File: src/hw/rtl/scml_pkg.sv
// shared types and constants for the colormap lerp block
package scml_pkg;

   localparam int PALETTE_DEPTH = 16;
   localparam int IDX_W         = $clog2(PALETTE_DEPTH);
   localparam int CNT_W         = $clog2(PALETTE_DEPTH + 1);

   localparam int SAMPLE_W = 16;
   localparam int SCALE_W  = 34;
   localparam int DIFF_W   = SAMPLE_W + 1;
   localparam int PROD_W   = DIFF_W + SCALE_W;
   localparam int FRAC_W   = 16;
   localparam int T_W      = FRAC_W + 1;
   localparam int POS_W    = T_W + CNT_W;
   localparam int COLOR_W  = 32;
   localparam int CHAN_W   = 8;
   localparam int NUM_CHAN = COLOR_W / CHAN_W;

   localparam int CSR_ADDR_W = 5;
   localparam int CSR_DATA_W = 64;

   localparam logic [1:0] REG_RANGE_MIN   = 2'd0;
   localparam logic [1:0] REG_SCALE       = 2'd1;
   localparam logic [1:0] REG_STRONG_MODE = 2'd2;
   localparam logic [1:0] REG_COLOR_COUNT = 2'd3;

   localparam logic KIND_LOAD = 1'b0;
   localparam logic KIND_MAP  = 1'b1;

   typedef struct packed {
      logic                       kind;
      logic signed [SAMPLE_W-1:0] sample;
      logic [3:0]                 entry_index;
      logic [COLOR_W-1:0]         entry_color;
   } req_type;

   typedef struct packed {
      logic [CHAN_W-1:0] red;
      logic [CHAN_W-1:0] green;
      logic [CHAN_W-1:0] blue;
      logic [CHAN_W-1:0] alpha;
   } rsp_type;

   typedef struct packed {
      logic signed [SAMPLE_W-1:0] range_min;
      logic signed [SCALE_W-1:0]  scale;
      logic                       strong_mode;
      logic [4:0]                 color_count;
   } cfg_type;

   typedef struct packed {
      logic               map;
      logic               load;
      logic               white;
      logic [IDX_W-1:0]   idx0;
      logic [IDX_W-1:0]   idx1;
      logic [FRAC_W-1:0]  frac;
      logic [IDX_W-1:0]   wr_addr;
      logic [COLOR_W-1:0] wr_data;
   } lookup_type;

endpackage

File: src/hw/rtl/scml_palette.sv
// palette memory: one write port, two registered read ports
module scml_palette (
   input  logic                          clock,
   input  scml_pkg::lookup_type          lookup,
   output logic [scml_pkg::COLOR_W-1:0]  rd0_data,
   output logic [scml_pkg::COLOR_W-1:0]  rd1_data
);

   logic [scml_pkg::COLOR_W-1:0] palette_ff [scml_pkg::PALETTE_DEPTH];
   logic [scml_pkg::COLOR_W-1:0] rd0_ff;
   logic [scml_pkg::COLOR_W-1:0] rd1_ff;

   always_ff @(posedge clock) begin
      if (lookup.load) begin
         palette_ff[lookup.wr_addr] <= lookup.wr_data;
      end
      rd0_ff <= palette_ff[lookup.idx0];
      rd1_ff <= palette_ff[lookup.idx1];
   end

   assign rd0_data = rd0_ff;
   assign rd1_data = rd1_ff;

endmodule

File: config.mk
export PLATFORM = sky130hd
export DESIGN_NAME = scml_palette
export DESIGN_NICKNAME = d
export VERILOG_FILES = /design/src/hw/rtl/scml_pkg.sv /design/src/hw/rtl/scml_palette.sv
export SDC_FILE = /design/constraint.sdc
export NUM_CORES = 1
export LEC_CHECK = 0
export BUFFER_PORTS_ARGS = -buffer_cell sky130_fd_sc_hd__buf_2
export CORE_MARGIN = 2
export CORE_UTILIZATION = 55
export CTS_BUF_LIST = sky130_fd_sc_hd__clkbuf_8
export DETAILED_ROUTE_END_ITERATION = 8
export HOLD_SLACK_MARGIN = 0.08
export PLACE_DENSITY = 0.83
export SYNTH_ARGS = -nofsm -noshare
export SYNTH_HDL_FRONTEND = slang
export SYNTH_SLANG_ARGS = --single-unit
File: constraint.sdc
create_clock -name clock -period 5.9 [get_ports clock]
set_input_delay 1.77 -clock clock [delete_from_list [all_inputs] [get_ports clock]]
set_output_delay 1.77 -clock clock [all_outputs]
set_load 0.02 [all_outputs]
==> results.py <==
metrics = {
    "outcome": {
        "outcome": "complete, no violations",
    },
    "floorplanning": {
        "core_um2": 43300,
        "start_util_pct": 55.9,
        "die_w_um": 214,
        "die_y_um": 214,
        "dieArea_um2": 45700,
        "rows": 76,
        "ioPinCount": 128,
    },
    "routing": {
        "drt_pass1_iterations": 5,
        "drc": 0,
        "wl_um": 58000,
        "vias": 13300,
        "avgViaCountPerCell": 6.81,
        "routedWlPerCell_um": 29.7,
        "drtIter0Drc": 1826,
        "postRouteAntennaNets": 0,
    },
    "sta": {
        "holdWs_ns": 0.705,
        "worst_slew_pin_slew_ns": 1.20,
        "finalClockSkew_ns": 0.0303,
        "slew_violations": 0,
        "period_needed_ns": 3.42,
        "fin_crit_sh_pct": 58.0,
        "finalHoldViolCount": 0,
        "setup_total_negative_slack_ns": 0,
        "slew_headroom_pct": 19.5,
        "setup_violations": 0,
        "rsz0062_at_grt": "false",
        "fmax_mhz": 292,
    },
    "cts": {
        "cts_made_buffers": 89,
        "cts_tree": "yes",
        "ctsResizeCount": 0,
        "cts-htree-levels": 3,
        "cts.sink_count": 576,
        "clock_path_buffers": 3,
        "insertion_delay_ns": 0.65,
        "postCtsSetupBuffers": 0,
        "cts_root_buf": "clkbuf_8",
        "path_clk_slew_ns": 0.06,
        "holdBufCountCts": 0,
    },
    "yosys": {
        "synth_edf_count": 512,
        "syn-cell-area_um2": 24200,
        "async_reset_ff_share_pct": 0,
        "ys_warn_count": 0,
        "yosysMostFrequentCell": "edfxtp_1",
        "seq_area_frac_synth_pct": 68.9,
        "synth.top_cell.area_share_pct": 63.6,
        "ys_types": 17,
        "synthTopCellsByCount": "512 x edfxtp_1, 256 x mux4_2, 128 x a22oi_1",
        "synth_area_leaders": "edfxtp_1 64%, mux4_2 24%, dfxtp_1 5.3%",
        "ys_ff_latch": 576,
        "synthCells": 1141,
        "ys.flop_type": "edfxtp_1",
        "synth_fp_nets": 1205,
        "avgSynthCellArea_um2": 21.2,
        "synth_top_area_cell": "edfxtp_1",
    },
    "global_routing": {
        "grt_pass1_wl_um": 84300,
        "grt-busiest-layer": "met2",
        "antenna_found_initial": 2,
        "grt_use_total_pct": 26.1,
        "grt_max_degree": 69,
        "first_global_vias": 13900,
        "met3_usage_pct": 5.71,
        "grt_overflow_total": 0,
        "use_met2_pct": 41.8,
        "met1_usage_pct": 34.7,
    },
    "layout": {
        "final_core_util_pct": 63.3,
        "final_net_count": 1354,
        "design_area_um2": 27400,
        "drive_gt1_share_pct": 40.8,
        "syn_to_final_growth_pct": 13.2,
    },
    "pwr": {
        "vdd_ir_drop_max_uv": 233,
        "leakage_nw": 9.05,
        "powerDensity_nw_per_um2": 317,
    },
    "setup_path": {
        "critical_path_required_ns": 6.20,
        "arrival_ns": 3.73,
        "path_max_fanout": 20,
        "critPathKind": "in2reg",
        "critPathLaunchType": "input pin",
        "crit_path_end_kind": "register",
    },
    "job": {
        "cap_violations": 0,
    },
    "placed_design": {
        "place_hpwl_um": 31400,
        "gp_congestion": 0.732,
        "placed_area_um2": 25500,
        "numPortBuffers": 109,
    },
    "min_path": {
        "hp-class": "reg2reg",
    },
}
[cell type report]
cell class,count,area [um2]
Tap cell,585,732
Sequential cell,576,16700
Timing Repair Buffer,144,881
Multi-Input combinational cell,479,7280
Fill cell,2808,15900
Clock inverter,60,427
Clock buffer,102,1400
Antenna cell,3,7.51
[worst max-delay path, stage by stage]
cell and delay, ns:
buf_2 0.12, or3b_2 0.59, nor2_4 0.78, buf_4 0.45
[where the power goes]
| part | switching (mW) | total (mW) | internal [mW] |
|---|---|---|---|
| Sequential | 0.0471 | 4.61 | 4.57 |
| Combinational | 0.418 | 0.713 | 0.295 |
| Clock | 1.51 | 3.36 | 1.85 |
[kinds of logic (layout without fill, tap and decap cells)]
kind of cell	Yosys count	after routing	share of synthesized area, %
compound gates	128	128	3.97
buf+inv	86	306	1.70
flops	576	576	68.9
mux	256	256	23.8
other cells	0	3	0
simple gates	95	95	1.63
[worst paths after layout]
kind / depth (start not counted) / endpoint / startpoint / slack (ns)
worst max-delay path: 4 / palette_ff[2][4] / lookup[34] / 2.48
worst min-delay path: 3 / rd1_data[14] / palette_ff[14][14] / 0.70
worst max register to register: 3 / rd1_data[14] / palette_ff[3][14] / 4.39
worst min register to register: 3 / rd1_data[14] / palette_ff[14][14] / 0.70
[layer usage]
layer / wire (um) / up-vias
met3: 6340 / 173
met4: 2250 / 4
met2: 28600 / 934
met5: 19 / -
li1: - / 5277
met1: 20800 / 6884
[cells in the final DEF, fill, tap and decap left out, types with 5 or more instances in the layout]
cell,Yosys,routed
buf_2,16,105
clkbuf_8,0,104
nor2_4,0,14
a22oi_1,128,128
bufinv_16,0,6
buf_4,18,33
edfxtp_1,512,512
nand2_1,65,65
dfxtp_1,64,64
inv_1,0,20
mux4_2,256,256
clkinvlp_4,0,5
clkinv_2,0,16
clkinv_1,0,12
[stage by stage]
stage	worst slack, ns	std cells	total power, mW
after floorplan	0.950	1141	5.14
after global placement	1.86	1784	5.38
after detailed placement	1.85	1784	5.40
after CTS	2.52	1946	8.74
after global routing	2.35	1946	8.96
final	2.48	1949	8.69
[sequential cells by signal (all words and copies together), names as in the netlist]
name        flops
palette_ff    512
rd0_data       32
rd1_data       32
Note: power is estimated with default switching activity, not from simulation.
