### src/hw/rtl/scml_pkg.sv
// shared types and constants for the colormap lerp block
package scml_pkg;

   localparam int PALETTE_DEPTH = 16;
   localparam int IDX_W         = $clog2(PALETTE_DEPTH);
   localparam int CNT_W         = $clog2(PALETTE_DEPTH + 1);

   localparam int SAMPLE_W = 16;
   localparam int SCALE_W  = 34;
   localparam int DIFF_W   = SAMPLE_W + 1;
   localparam int PROD_W   = DIFF_W + SCALE_W;
   localparam int FRAC_W   = 16;
   localparam int T_W      = FRAC_W + 1;
   localparam int POS_W    = T_W + CNT_W;
   localparam int COLOR_W  = 32;
   localparam int CHAN_W   = 8;
   localparam int NUM_CHAN = COLOR_W / CHAN_W;

   localparam int CSR_ADDR_W = 5;
   localparam int CSR_DATA_W = 64;

   localparam logic [1:0] REG_RANGE_MIN   = 2'd0;
   localparam logic [1:0] REG_SCALE       = 2'd1;
   localparam logic [1:0] REG_STRONG_MODE = 2'd2;
   localparam logic [1:0] REG_COLOR_COUNT = 2'd3;

   localparam logic KIND_LOAD = 1'b0;
   localparam logic KIND_MAP  = 1'b1;

   typedef struct packed {
      logic                       kind;
      logic signed [SAMPLE_W-1:0] sample;
      logic [3:0]                 entry_index;
      logic [COLOR_W-1:0]         entry_color;
   } req_type;

   typedef struct packed {
      logic [CHAN_W-1:0] red;
      logic [CHAN_W-1:0] green;
      logic [CHAN_W-1:0] blue;
      logic [CHAN_W-1:0] alpha;
   } rsp_type;

   typedef struct packed {
      logic signed [SAMPLE_W-1:0] range_min;
      logic signed [SCALE_W-1:0]  scale;
      logic                       strong_mode;
      logic [4:0]                 color_count;
   } cfg_type;

   typedef struct packed {
      logic               map;
      logic               load;
      logic               white;
      logic [IDX_W-1:0]   idx0;
      logic [IDX_W-1:0]   idx1;
      logic [FRAC_W-1:0]  frac;
      logic [IDX_W-1:0]   wr_addr;
      logic [COLOR_W-1:0] wr_data;
   } lookup_type;

endpackage

### src/hw/rtl/scml_blend.sv
// per-channel blend of the two neighbor entries and result register
module scml_blend (
   input  logic                          clock,
   input  logic                          reset,
   input  scml_pkg::lookup_type          lookup,
   input  logic [scml_pkg::COLOR_W-1:0]  rd0_data,
   input  logic [scml_pkg::COLOR_W-1:0]  rd1_data,
   output logic                          rsp_valid,
   output scml_pkg::rsp_type             rsp_data
);

   localparam int ACC_W = scml_pkg::CHAN_W + scml_pkg::T_W + 1;

   logic                          s5_valid_ff;
   logic                          s5_white_ff;
   logic [scml_pkg::FRAC_W-1:0]   s5_frac_ff;
   logic                          rsp_valid_ff;
   scml_pkg::rsp_type             rsp_data_ff, rsp_data_in;

   logic [scml_pkg::T_W-1:0]      inv_frac;
   logic [ACC_W-1:0]              acc [scml_pkg::NUM_CHAN];
   logic [scml_pkg::COLOR_W-1:0]  mixed;

   always_comb begin
      inv_frac = scml_pkg::T_W'(1 << scml_pkg::FRAC_W) - scml_pkg::T_W'(s5_frac_ff);
      for (int ch = 0; ch < scml_pkg::NUM_CHAN; ch++) begin
         acc[ch] = ACC_W'(rd0_data[ch*scml_pkg::CHAN_W +: scml_pkg::CHAN_W]) * ACC_W'(inv_frac)
                 + ACC_W'(rd1_data[ch*scml_pkg::CHAN_W +: scml_pkg::CHAN_W])
                   * ACC_W'(s5_frac_ff)
                 + ACC_W'(1 << (scml_pkg::FRAC_W - 1));
         mixed[ch*scml_pkg::CHAN_W +: scml_pkg::CHAN_W] =
            acc[ch][scml_pkg::FRAC_W +: scml_pkg::CHAN_W];
      end
      if (s5_white_ff) begin
         rsp_data_in = '1;
      end else begin
         rsp_data_in = mixed;
      end
   end

   always_ff @(posedge clock) begin
      s5_white_ff <= lookup.white;
      s5_frac_ff  <= lookup.frac;
      rsp_data_ff <= rsp_data_in;
      if (reset) begin
         s5_valid_ff  <= 1'b0;
         rsp_valid_ff <= 1'b0;
      end else begin
         s5_valid_ff  <= lookup.map;
         rsp_valid_ff <= s5_valid_ff;
      end
   end

   assign rsp_valid = rsp_valid_ff;
   assign rsp_data  = rsp_data_ff;

endmodule

### config.mk
export PLATFORM = sky130hd
export DESIGN_NAME = scml_blend
export DESIGN_NICKNAME = d
export VERILOG_FILES = /design/src/hw/rtl/scml_pkg.sv /design/src/hw/rtl/scml_blend.sv
export SDC_FILE = /design/constraint.sdc
export NUM_CORES = 2
export LEC_CHECK = 0
export BUFFER_PORTS_ARGS = -buffer_cell sky130_fd_sc_hd__buf_2
export CAP_MARGIN = 20
export CORE_UTILIZATION = 30
export DETAILED_ROUTE_END_ITERATION = 8
export MAX_ROUTING_LAYER = met4
export PLACE_DENSITY = 0.46
export SLEW_MARGIN = 20
export SYNTH_ARGS = -nofsm -noshare
export SYNTH_HDL_FRONTEND = slang
export SYNTH_SLANG_ARGS = --single-unit
### constraint.sdc
create_clock -name clock -period 9.5 [get_ports clock]
set_input_delay 0.475 -clock clock [delete_from_list [all_inputs] [get_ports clock]]
set_output_delay 0.475 -clock clock [all_outputs]
set_load 0.03 [all_outputs]
==> key figures <==
Logic synthesis
  – Ys async rst share: 0%
  – Seq cells post-synth: 51
  – Area leader, netlist: fa_1
  – Yosys cell types: 53
  – Syn Area/Cell: 8.820 um2
  – Synth top area cells: fa_1, inv_1, ha_1, and2_1, nand2_1
  – Ys Warns: 0
  – Number of flops mapped to enable cells by yosys: 0
  – Post-synth top flop: dfxtp_1
  – Sequential area share after synthesis: 2.946%
  – Post-synthesis cell count: 3930
  – Mapped Nets: 5232
  – Mapped cell area: 34660 um2
  – Yosys top cell area share: 48.98%

Worst setup path
  – Slack of the worst reg-to-reg path: 1.64 ns
  – RR Startpoint: s5_frac_ff[7]$_DFF_P_
  – CP Max Fanout: 27
  – CP Class: reg -> reg
  – Crit end category: flop
  – CP arrival: 8.09 ns
  – Startpoint Class: flop
  – CP required: 9.72 ns
  – Reg2reg path depth: 23
  – R2R Path End: rsp_data[3]$_SDFF_PP1_

STA
  – Hold Violations, Final: 0
  – Final cycle utilization of the critical path: 82.79%
  – Setup_tns: 0 ns
  – FMAX: 0.1271 GHz
  – Final worst path period need: 7.865 ns
  – Setup violations, final: 0
  – Max-slew violation count: 0
  – Unrepaired setup endpoints after global routing: no
  – Final worst setup slack: 1.635 ns
  – Hold_ws: 0.2190 ns
  – Slew Limit Headroom: 41.53%
  – Worst Tran Pin Value: 0.8761 ns
  – Clk_skew: 0.01603 ns

Placement
  – PortBufs: 116
  – DP Area: 36920 um2
  – Post-DP HPWL: 71140 um
  – Pre-CTS WS: 1.413 ns
  – Gpl congestion: 0.7969

Floorplan
  – Full die area: 116900 um2
  – Die span in y: 341.9 um
  – Core Rows: 124
  – Die X-Extent: 341.9 um
  – Initial core utilization: 30.27%
  – Core ar.: 114500 um2
  – Ports: 162

Detailed routing
  – Post-route ant nets: 0
  – Via count: 23974
  – Via-per-instance ratio: 4.408
  – WL/cell: 16.14 um
  – Drt drc: 8
  – Initial DRT Pass Iterations: 7
  – DRT iter0 DRCs: 1030
  – Drt total wl: 87760 um

Clock tree
  – CTS root buf: clkbuf_16
  – Clock buffer depth: 2
  – Clock sink count: 51
  – Number of buffers created by CTS: 5
  – Hold Buf Count CTS: 0
  – CTS tree: yes
  – Setup bufs post-CTS: 0
  – Post-CTS sizing: 0
  – Worst-skew pair later-pin latency: 0.36 ns
  – Clock Pin Slew Worst Setup and Hold Paths: 0.09 ns
  – CTS H-tree lvls: 2

GRT
  – Largest net degree at the start of global routing: 36
  – Global-route wire length before repair: 145100 um
  – Gr busiest metal: met2
  – Met1 Resource Use GR: 24.07%
  – Vias in the first global route: 25352
  – GR Util met3: 0.8600%
  – Global route total overflow: 0
  – Total track usage: 16.44%
  – GRT met2 Usage: 25.48%
  – Initial antenna violation count: 8

Outcome
  – Failing checks: DRC
  – Status: complete, but fails checks

Finish
  – Finished Cell Area: 37100 um2
  – Area delta synth->final: 7.032%
  – Final #Nets: 5218
  – Share of cells above drive strength 1: 5.080%

Hold path
  – Hold path cells: 1
  – Hold_sp: lookup[50]
  – Hold Path End: s5_frac_ff[14]$_DFF_P_
  – HP Class: in -> reg

Job
  – Max-cap viol count: 0
stage by stage:
stage	instances	utilization, %
5_1_grt	5436	32.39
3_5_place_dp	5420	32.24
2_1_floorplan	3930	-
6_report	5439	32.40
4_1_cts	5428	32.37
3_3_place_gp	5419	32.23
layer usage:
metal  vias up  wire (um)
met5         -          0
met4         0       1046
met3        39       2547
met2       326      40330
met1     12485      43830
li1      11124          -
cell usage in the layout, fill, tap and decap left out, types with 5 or more instances in the layout:
cell,n
inv_1,1118
fa_1,848
and2_1,604
nand2_1,488
ha_1,324
buf_2,116
buf_4,43
dfxtp_1,43
a21oi_1,38
nor2_1,34
xnor2_1,34
o21ai_0,30
nor2b_1,14
nand3_1,13
xor2_1,13
xnor2_2,12
nor3_1,12
a211oi_1,12
diode_2,10
a21o_1,10
nand4_1,8
dfxtp_2,8
mux2i_1,7
a31oi_1,7
nand2b_1,5
nor4_1,5
o211ai_1,5
o21a_1,5
o2111ai_1,5
clkbuf_16,5
worst max-delay path by stage:
stage	from	endpoint	slack, ns	depth (start not counted)
floorplan	s5_frac_ff[0]$_DFF_P_	rsp_data[23]$_SDFF_PP1_	2.43	27
global route	s5_frac_ff[7]$_DFF_P_	rsp_data[14]$_SDFF_PP1_	1.16	22
detailed placement	s5_frac_ff[5]$_DFF_P_	rsp_data[31]$_SDFF_PP1_	1.41	21
global placement	s5_frac_ff[5]$_DFF_P_	rsp_data[31]$_SDFF_PP1_	1.45	21
CTS	s5_frac_ff[5]$_DFF_P_	rsp_data[31]$_SDFF_PP1_	1.40	21
finish	s5_frac_ff[7]$_DFF_P_	rsp_data[3]$_SDFF_PP1_	1.64	23
critical path, stage by stage, from the launching register on:
cell and delay (ns):
dfxtp_2 0.55, or4_1 0.64, nor3_1 0.24, nand2_1 0.18, xor2_4 0.64, buf_4 0.38, nand2_1 0.11, fa_1 0.52
fa_1 0.46, fa_1 0.55, inv_1 0.06, fa_1 0.52, fa_1 0.50, inv_1 0.05, fa_1 0.47, inv_1 0.04
ha_1 0.39, nand4_1 0.15, a21oi_1 0.29, o2111ai_1 0.30, a21oi_1 0.32, a211o_1 0.18, xnor2_1 0.12, nand2_1 0.06
cell usage after synthesis (2+ instances only):
library cell and count:
o211ai_1 5, a21oi_1 38, buf_1 4, nand2_1 488, a211oi_1 12, xor2_1 15
nand3_1 13, a41oi_1 2, a2111oi_0 2, nor2_1 34, nor3_1 12, a31oi_1 7
a311oi_1 4, xnor2_1 46, a211o_1 3, o2111ai_1 5, and2_1 604, nand4_1 8
nor2b_1 14, buf_2 6, nand2b_1 5, or2_2 2, a21o_1 10, fa_1 848
mux2i_1 7, inv_1 1118, o22ai_1 3, clkbuf_1 172, o21ai_0 30, and4_1 3
o21a_1 5, and3_1 4, ha_1 325, nor4_1 5, dfxtp_1 51, a221oi_1 3
area by class of cell:
class,instances,area [um2]
well taps,1512,1892
flip-flops and latches,51,1031
repair buffers,161,925.9
clock buffers,6,128.9
multi-input cells,2579,28880
inverters,1118,4197
clock inverters,2,16.27
diodes,10,25.02
fillers,12190,77400
registers in the layout, summed over array words and instances (netlist names):
name / count
s5_valid_ff: 1
s5_frac_ff: 16
rsp_valid: 1
rsp_data: 32
s5_white_ff: 1
logic make-up (layout without fill, tap and decap cells):
kind of cell               after synthesis  count (layout)  synth area share (%)
buffers and inverters                 1300            1287                 14.10
and+or+nand+nor                       1201            1201                 17.95
adders and majority gates             1173            1173                 60.71
AOI/OAI and AO/OA                      137             137                 2.549
xor gates and xnor gates                61              61                 1.541
DFF                                     51              51                 2.946
muxes                                    7               7                0.2022
other                                    0              10                     0
Power is not shown: default switching activity piles up to over one toggle a cycle in this logic, so the estimate is an artifact.
