### src/hw/rtl/scml_pkg.sv
// shared types and constants for the colormap lerp block
package scml_pkg;

   localparam int PALETTE_DEPTH = 16;
   localparam int IDX_W         = $clog2(PALETTE_DEPTH);
   localparam int CNT_W         = $clog2(PALETTE_DEPTH + 1);

   localparam int SAMPLE_W = 16;
   localparam int SCALE_W  = 34;
   localparam int DIFF_W   = SAMPLE_W + 1;
   localparam int PROD_W   = DIFF_W + SCALE_W;
   localparam int FRAC_W   = 16;
   localparam int T_W      = FRAC_W + 1;
   localparam int POS_W    = T_W + CNT_W;
   localparam int COLOR_W  = 32;
   localparam int CHAN_W   = 8;
   localparam int NUM_CHAN = COLOR_W / CHAN_W;

   localparam int CSR_ADDR_W = 5;
   localparam int CSR_DATA_W = 64;

   localparam logic [1:0] REG_RANGE_MIN   = 2'd0;
   localparam logic [1:0] REG_SCALE       = 2'd1;
   localparam logic [1:0] REG_STRONG_MODE = 2'd2;
   localparam logic [1:0] REG_COLOR_COUNT = 2'd3;

   localparam logic KIND_LOAD = 1'b0;
   localparam logic KIND_MAP  = 1'b1;

   typedef struct packed {
      logic                       kind;
      logic signed [SAMPLE_W-1:0] sample;
      logic [3:0]                 entry_index;
      logic [COLOR_W-1:0]         entry_color;
   } req_type;

   typedef struct packed {
      logic [CHAN_W-1:0] red;
      logic [CHAN_W-1:0] green;
      logic [CHAN_W-1:0] blue;
      logic [CHAN_W-1:0] alpha;
   } rsp_type;

   typedef struct packed {
      logic signed [SAMPLE_W-1:0] range_min;
      logic signed [SCALE_W-1:0]  scale;
      logic                       strong_mode;
      logic [4:0]                 color_count;
   } cfg_type;

   typedef struct packed {
      logic               map;
      logic               load;
      logic               white;
      logic [IDX_W-1:0]   idx0;
      logic [IDX_W-1:0]   idx1;
      logic [FRAC_W-1:0]  frac;
      logic [IDX_W-1:0]   wr_addr;
      logic [COLOR_W-1:0] wr_data;
   } lookup_type;

endpackage

### src/hw/rtl/scml_position.sv
// position pipeline: offset, scale multiply, clamp, palette index and fraction
module scml_position (
   input  logic                 clock,
   input  logic                 reset,
   input  logic                 accept,
   input  scml_pkg::req_type    req,
   input  scml_pkg::cfg_type    cfg,
   output scml_pkg::lookup_type lookup
);

   typedef struct packed {
      logic                          map;
      logic                          load;
      logic [scml_pkg::IDX_W-1:0]    wr_addr;
      logic [scml_pkg::COLOR_W-1:0]  wr_data;
   } tag_type;

   tag_type                                s1_tag_ff, s1_tag_in;
   logic signed [scml_pkg::DIFF_W-1:0]     s1_diff_ff, s1_diff_in;
   tag_type                                s2_tag_ff;
   logic signed [scml_pkg::PROD_W-1:0]     s2_prod_ff, s2_prod_in;
   tag_type                                s3_tag_ff;
   logic [scml_pkg::T_W-1:0]               s3_t_ff, s3_t_in;
   logic                                   s3_nonpos_ff, s3_nonpos_in;
   scml_pkg::lookup_type                   s4_ff, s4_in;

   logic [scml_pkg::CNT_W-1:0]             count;
   logic [scml_pkg::CNT_W:0]               cm1;
   logic [scml_pkg::CNT_W:0]               cm2;
   logic [scml_pkg::CNT_W:0]               mult;
   logic [scml_pkg::POS_W-1:0]             pos;
   logic [scml_pkg::CNT_W:0]               hi;
   logic [scml_pkg::CNT_W:0]               i0;
   logic [scml_pkg::CNT_W:0]               i0p1;
   logic [scml_pkg::CNT_W:0]               i1;
   logic                                   force0;

   // stage 1: offset from range minimum
   always_comb begin
      s1_tag_in.map     = accept && (req.kind == scml_pkg::KIND_MAP);
      s1_tag_in.load    = accept && (req.kind == scml_pkg::KIND_LOAD)
                          && (32'(req.entry_index) < scml_pkg::PALETTE_DEPTH);
      s1_tag_in.wr_addr = scml_pkg::IDX_W'(req.entry_index);
      s1_tag_in.wr_data = req.entry_color;
      s1_diff_in = $signed({req.sample[scml_pkg::SAMPLE_W-1], req.sample})
                 - $signed({cfg.range_min[scml_pkg::SAMPLE_W-1], cfg.range_min});
   end

   // stage 2: scale multiply
   always_comb begin
      s2_prod_in = scml_pkg::PROD_W'(s1_diff_ff) * scml_pkg::PROD_W'(cfg.scale);
   end

   // stage 3: clamp to 0..1.0 in q16
   always_comb begin
      s3_nonpos_in = s2_prod_ff[scml_pkg::PROD_W-1]
                  || (s2_prod_ff[scml_pkg::PROD_W-2:scml_pkg::FRAC_W] == '0);
      if (s2_prod_ff[scml_pkg::PROD_W-1]) begin
         s3_t_in = '0;
      end else if (s2_prod_ff[scml_pkg::PROD_W-2:scml_pkg::FRAC_W]
                   > (scml_pkg::PROD_W-1-scml_pkg::FRAC_W)'(1 << scml_pkg::FRAC_W)) begin
         s3_t_in = scml_pkg::T_W'(1 << scml_pkg::FRAC_W);
      end else begin
         s3_t_in = s2_prod_ff[scml_pkg::FRAC_W+scml_pkg::T_W-1:scml_pkg::FRAC_W];
      end
   end

   // stage 4: palette position, neighbor indexes and fraction
   always_comb begin
      if (32'(cfg.color_count) > scml_pkg::PALETTE_DEPTH) begin
         count = scml_pkg::CNT_W'(scml_pkg::PALETTE_DEPTH);
      end else begin
         count = scml_pkg::CNT_W'(cfg.color_count);
      end
      cm1  = {1'b0, count} - (scml_pkg::CNT_W+1)'(1);
      cm2  = {1'b0, count} - (scml_pkg::CNT_W+1)'(2);
      mult = cfg.strong_mode ? cm2 : cm1;
      pos  = scml_pkg::POS_W'(s3_t_ff) * scml_pkg::POS_W'(mult)
           + (cfg.strong_mode ? scml_pkg::POS_W'(1 << scml_pkg::FRAC_W) : '0);
      hi   = pos[scml_pkg::POS_W-1:scml_pkg::FRAC_W];
      i0   = (hi > cm1) ? cm1 : hi;
      i0p1 = i0 + (scml_pkg::CNT_W+1)'(1);
      i1   = (i0p1 > cm1) ? cm1 : i0p1;
      force0 = (count <= scml_pkg::CNT_W'(1)) || (cfg.strong_mode && s3_nonpos_ff);

      s4_in.map     = s3_tag_ff.map;
      s4_in.load    = s3_tag_ff.load;
      s4_in.white   = (count == '0);
      s4_in.wr_addr = s3_tag_ff.wr_addr;
      s4_in.wr_data = s3_tag_ff.wr_data;
      if (force0) begin
         s4_in.idx0 = '0;
         s4_in.idx1 = '0;
         s4_in.frac = '0;
      end else begin
         s4_in.idx0 = scml_pkg::IDX_W'(i0);
         s4_in.idx1 = scml_pkg::IDX_W'(i1);
         s4_in.frac = pos[scml_pkg::FRAC_W-1:0];
      end
   end

   always_ff @(posedge clock) begin
      s1_diff_ff   <= s1_diff_in;
      s2_prod_ff   <= s2_prod_in;
      s3_t_ff      <= s3_t_in;
      s3_nonpos_ff <= s3_nonpos_in;
      if (reset) begin
         s1_tag_ff <= '0;
         s2_tag_ff <= '0;
         s3_tag_ff <= '0;
         s4_ff     <= '0;
      end else begin
         s1_tag_ff <= s1_tag_in;
         s2_tag_ff <= s1_tag_ff;
         s3_tag_ff <= s2_tag_ff;
         s4_ff     <= s4_in;
      end
   end

   assign lookup = s4_ff;

endmodule

### config.mk
export PLATFORM = sky130hd
export DESIGN_NAME = scml_position
export DESIGN_NICKNAME = d
export VERILOG_FILES = /design/src/hw/rtl/scml_pkg.sv /design/src/hw/rtl/scml_position.sv
export SDC_FILE = /design/constraint.sdc
export NUM_CORES = 2
export LEC_CHECK = 0
export BUFFER_PORTS_ARGS = -buffer_cell sky130_fd_sc_hd__buf_4
export CAP_MARGIN = 15
export CORE_MARGIN = 8
export CORE_UTILIZATION = 45
export DETAILED_ROUTE_END_ITERATION = 12
export GPL_ROUTABILITY_DRIVEN = 0
export PLACE_DENSITY = 0.6
export SYNTH_ARGS = -nofsm -noshare
export SYNTH_HDL_FRONTEND = slang
export SYNTH_SLANG_ARGS = --single-unit
### constraint.sdc
create_clock -name clock -period 12 [get_ports clock]
set_clock_uncertainty 0.05 [all_clocks]
set_input_delay 1.8 -clock clock [delete_from_list [all_inputs] [get_ports clock]]
set_output_delay 1.8 -clock clock [all_outputs]
set_load 0.005 [all_outputs]
==> summary.md <==
| Metric | Value |
|---|---|
| Status | `complete, no violations` |
| Total clock sinks | `247` |
| Setup bufs post-CTS | `0` |
| Critical Path RT | `12.45 ns` |
| Crit end category | `register` |
| Setup Crit Path Kind | `primary input to register` |
| Mapped Cells | `3122` |
| R2R Setup Slk | `3.64 ns` |
| Total gr overflow | `0` |
| Worst R2R Path Depth | `31` |
| Mean Syn Cell Area | `9.57 µm²` |
| Synth Area in Adders | `0.492` |
| Multiplexer share of the synthesized area | `0.00327` |
| Final ANT Viol Nets | `0` |
| H-tree lvl count | `1` |
| Post-cts resize count | `0` |
| Post-synth top flop | `dfxtp_1` |
| Die ar. | `0.0749 mm²` |
| Util after Layout | `0.502` |
| Min setup slack post-route | `1.00 ns` |
| CP max stage cell | `mux2i_1` |
| Number of antenna violations at the first check in global routing | `2` |
| Drt wl/cell | `17.2 µm` |
| Max-slew headroom | `0.266` |
| CTS tree | `built` |
| Core Region | `0.0657 mm²` |
| Buf/Inv on CP | `4` |
| Met1 WL | `30.2 mm` |
| Vias in the first global route | `23200` |
| Vias per cell | `5.00` |
| Hold Buf Count CTS | `0` |
| Worst Hold End | `s3_tag_ff[21]` |
| Num CTS Buffers | `28` |
| Synthesis Warnings | `0` |
| Fin crit period | `11.00 ns` |
| DR DRC count | `0` |
| Max incr delay on CP | `0.62 ns` |
| Crit-path max FO | `11` |
| Site Rows | `94` |
| Hold Crit Start | `s2_tag_ff[21]` |
| Setup crit start kind | `primary input` |
| DP Wirelength | `55.7 mm` |
| Fmax | `90.9 MHz` |
| Hold Fails Final Rpt | `0` |
| Bufs on Longest Clock Path | `3` |
| Gr usage total | `0.193` |
| Post-synthesis cell area | `0.0299 mm²` |
| Post-Synth XOR/XNOR Area | `0.0190` |
| Main combinational cell family by area after synthesis | `adder cells` |
| PortBufs | `174` |
| Post-synth EDFFs | `0` |
| RSZ-0062 raised after global routing | `false` |
| Critical Path Most Common Cell | `ha_1` |
| WP data arrival | `11.45 ns` |
| Clk pin slew, worst setup/hold paths | `0.06 ns` |
| Share of cells above drive strength 1 | `0.0841` |
| # IOs | `175` |
| Top Metal Used | `met4` |
| Number of max-cap violations | `0` |
| Slew of the pin with the lowest slew margin | `1.10 ns` |
| Clock latency on the worst-skew pair | `0.58 ns` |
| Period utilisation layout | `0.916` |
| Finished Cell Area | `0.0330 mm²` |
| Root Buffer | `clkbuf_16` |
| First drt pass iteration count | `5` |
| P&R area growth vs syn | `10.5%` |
| Initial DRC Count | `940` |
| DP Worst Slack | `0.567 ns` |
| Die width | `274 µm` |
| Fillers | `6018` |
| Hold depth | `1` |
| Compound-cell area share of the yosys netlist | `0.0468` |
| Final setup viols | `0` |
| Global-route wire length before repair | `118 mm` |
| Synth Area in Simple Gates | `0.182` |
| Met2 routed wirelength | `34.6 mm` |
| Setup TNS | `0 ns` |
| Total Wirelength | `70.6 mm` |
| Yosys cell types | `63` |
| Largest net degree at the start of global routing | `120` |
| Net Count, Synth | `4041` |
| Met3 WL | `4.08 mm` |
| Final #Nets | `4145` |
| Placed Area | `0.0320 mm²` |
| Initial Utilization | `0.455` |
| Sequential-to-total area share from yosys stat | `0.165` |
| Vias | `20600` |
| Final count of pins violating max slew | `0` |
| RR Endpoint | `lookup[54]` |
| Worst hold path type | `register to register` |
| Asr flop ratio synth | `0` |
| Synth Register Bits | `247` |
| Die H | `274 µm` |
| Cell class contributing the biggest share of worst-path delay | `adder cells` |
| Worst r2r src | `s3_t_ff[11]` |
[through the flow]
step | hold slack [ns] | cells
after floorplan | 0.363 | 3122
after global placement | 0.366 | 4060
after detailed placement | 0.370 | 4060
after CTS | 0.382 | 4112
after global routing | 0.392 | 4113
final | 0.381 | 4114
[worst max path at each step]
stage / startpoint / cells past startpoint / slack, ns / end
2_1_floorplan: cfg[4] / 35 / 1.90 / lookup[54]
3_3_place_gp: cfg[4] / 36 / 0.95 / lookup[54]
3_5_place_dp: cfg[4] / 36 / 0.57 / lookup[54]
4_1_cts: cfg[4] / 36 / 1.14 / lookup[54]
5_1_grt: cfg[4] / 36 / 0.53 / lookup[54]
6_report: cfg[4] / 37 / 1.00 / lookup[54]
[layout by cell type (no fill, tap or decap), types with 8 or more instances in the layout]
cell type  instances
a21o_1            29
a21oi_1           57
a31oi_1            8
and2_1           287
and3_1            13
buf_4            195
clkbuf_16         28
dfxtp_1          241
fa_1             612
ha_1             195
inv_1            609
nand2_1          419
nand2b_1          43
nand3_1           13
nand4_1           11
nor2_1            58
nor2b_1          164
nor3_1            18
o21a_1            13
o21ai_0           31
xnor2_1           47
xor2_1            18
[layout make-up]
cell class | instances | area, µm² | share of cell area
inverter | 609 | 2290 | 0.0692
tap | 864 | 1080 | 0.0327
clock inverter | 21 | 314 | 0.00951
clock buffer | 31 | 732 | 0.0222
sequential | 247 | 4950 | 0.150
antenna | 2 | 5.00 | 0.000152
timing repair buffer | 195 | 1460 | 0.0443
multi-input combinational | 2145 | 22200 | 0.672
[cell usage after synthesis (13+ instances only)]
| cell type | number | share of area |
|---|---|---|
| a21o_1 | 29 | 0.0073 |
| nand2b_1 | 43 | 0.0090 |
| dfxtp_1 | 247 | 0.17 |
| nor2b_1 | 164 | 0.034 |
| xor2_1 | 18 | 0.0053 |
| inv_1 | 609 | 0.076 |
| xnor2_1 | 47 | 0.014 |
| and2_1 | 287 | 0.060 |
| fa_1 | 612 | 0.41 |
| a21oi_1 | 57 | 0.0095 |
| nor2_1 | 58 | 0.0073 |
| nand2_1 | 419 | 0.053 |
| o21a_1 | 13 | 0.0033 |
| ha_1 | 195 | 0.082 |
| o21ai_0 | 31 | 0.0052 |
| nor3_1 | 18 | 0.0030 |
| and3_1 | 13 | 0.0027 |
| clkbuf_1 | 121 | 0.015 |
| nand3_1 | 13 | 0.0022 |
[logic make-up after synthesis]
family | after synthesis
simple gates | 1060
fa+ha+maj | 807
buf+inv | 730
flops | 247
compound gates | 204
xor+xnor | 65
mux | 9
[metal layers]
metal / up-vias / global-route usage
met5: - / 0
met4: 0 / 0.0521
met3: 116 / 0.0314
met2: 522 / 0.337
met1: 10400 / 0.247
li1: 9490 / -
[registers in the layout (all words and copies together) (netlist names)]
signal / flops
s3_tag_ff: 38
s3_t_ff: 17
s2_tag_ff: 38
s1_tag_ff: 38
s1_diff_ff: 17
lookup: 63
s2_prod_ff: 35
s3_nonpos_ff: 1
Power is left out: the tool's default activity adds up to more than one toggle a clock period on the data nets, which glitch-free logic cannot reach.
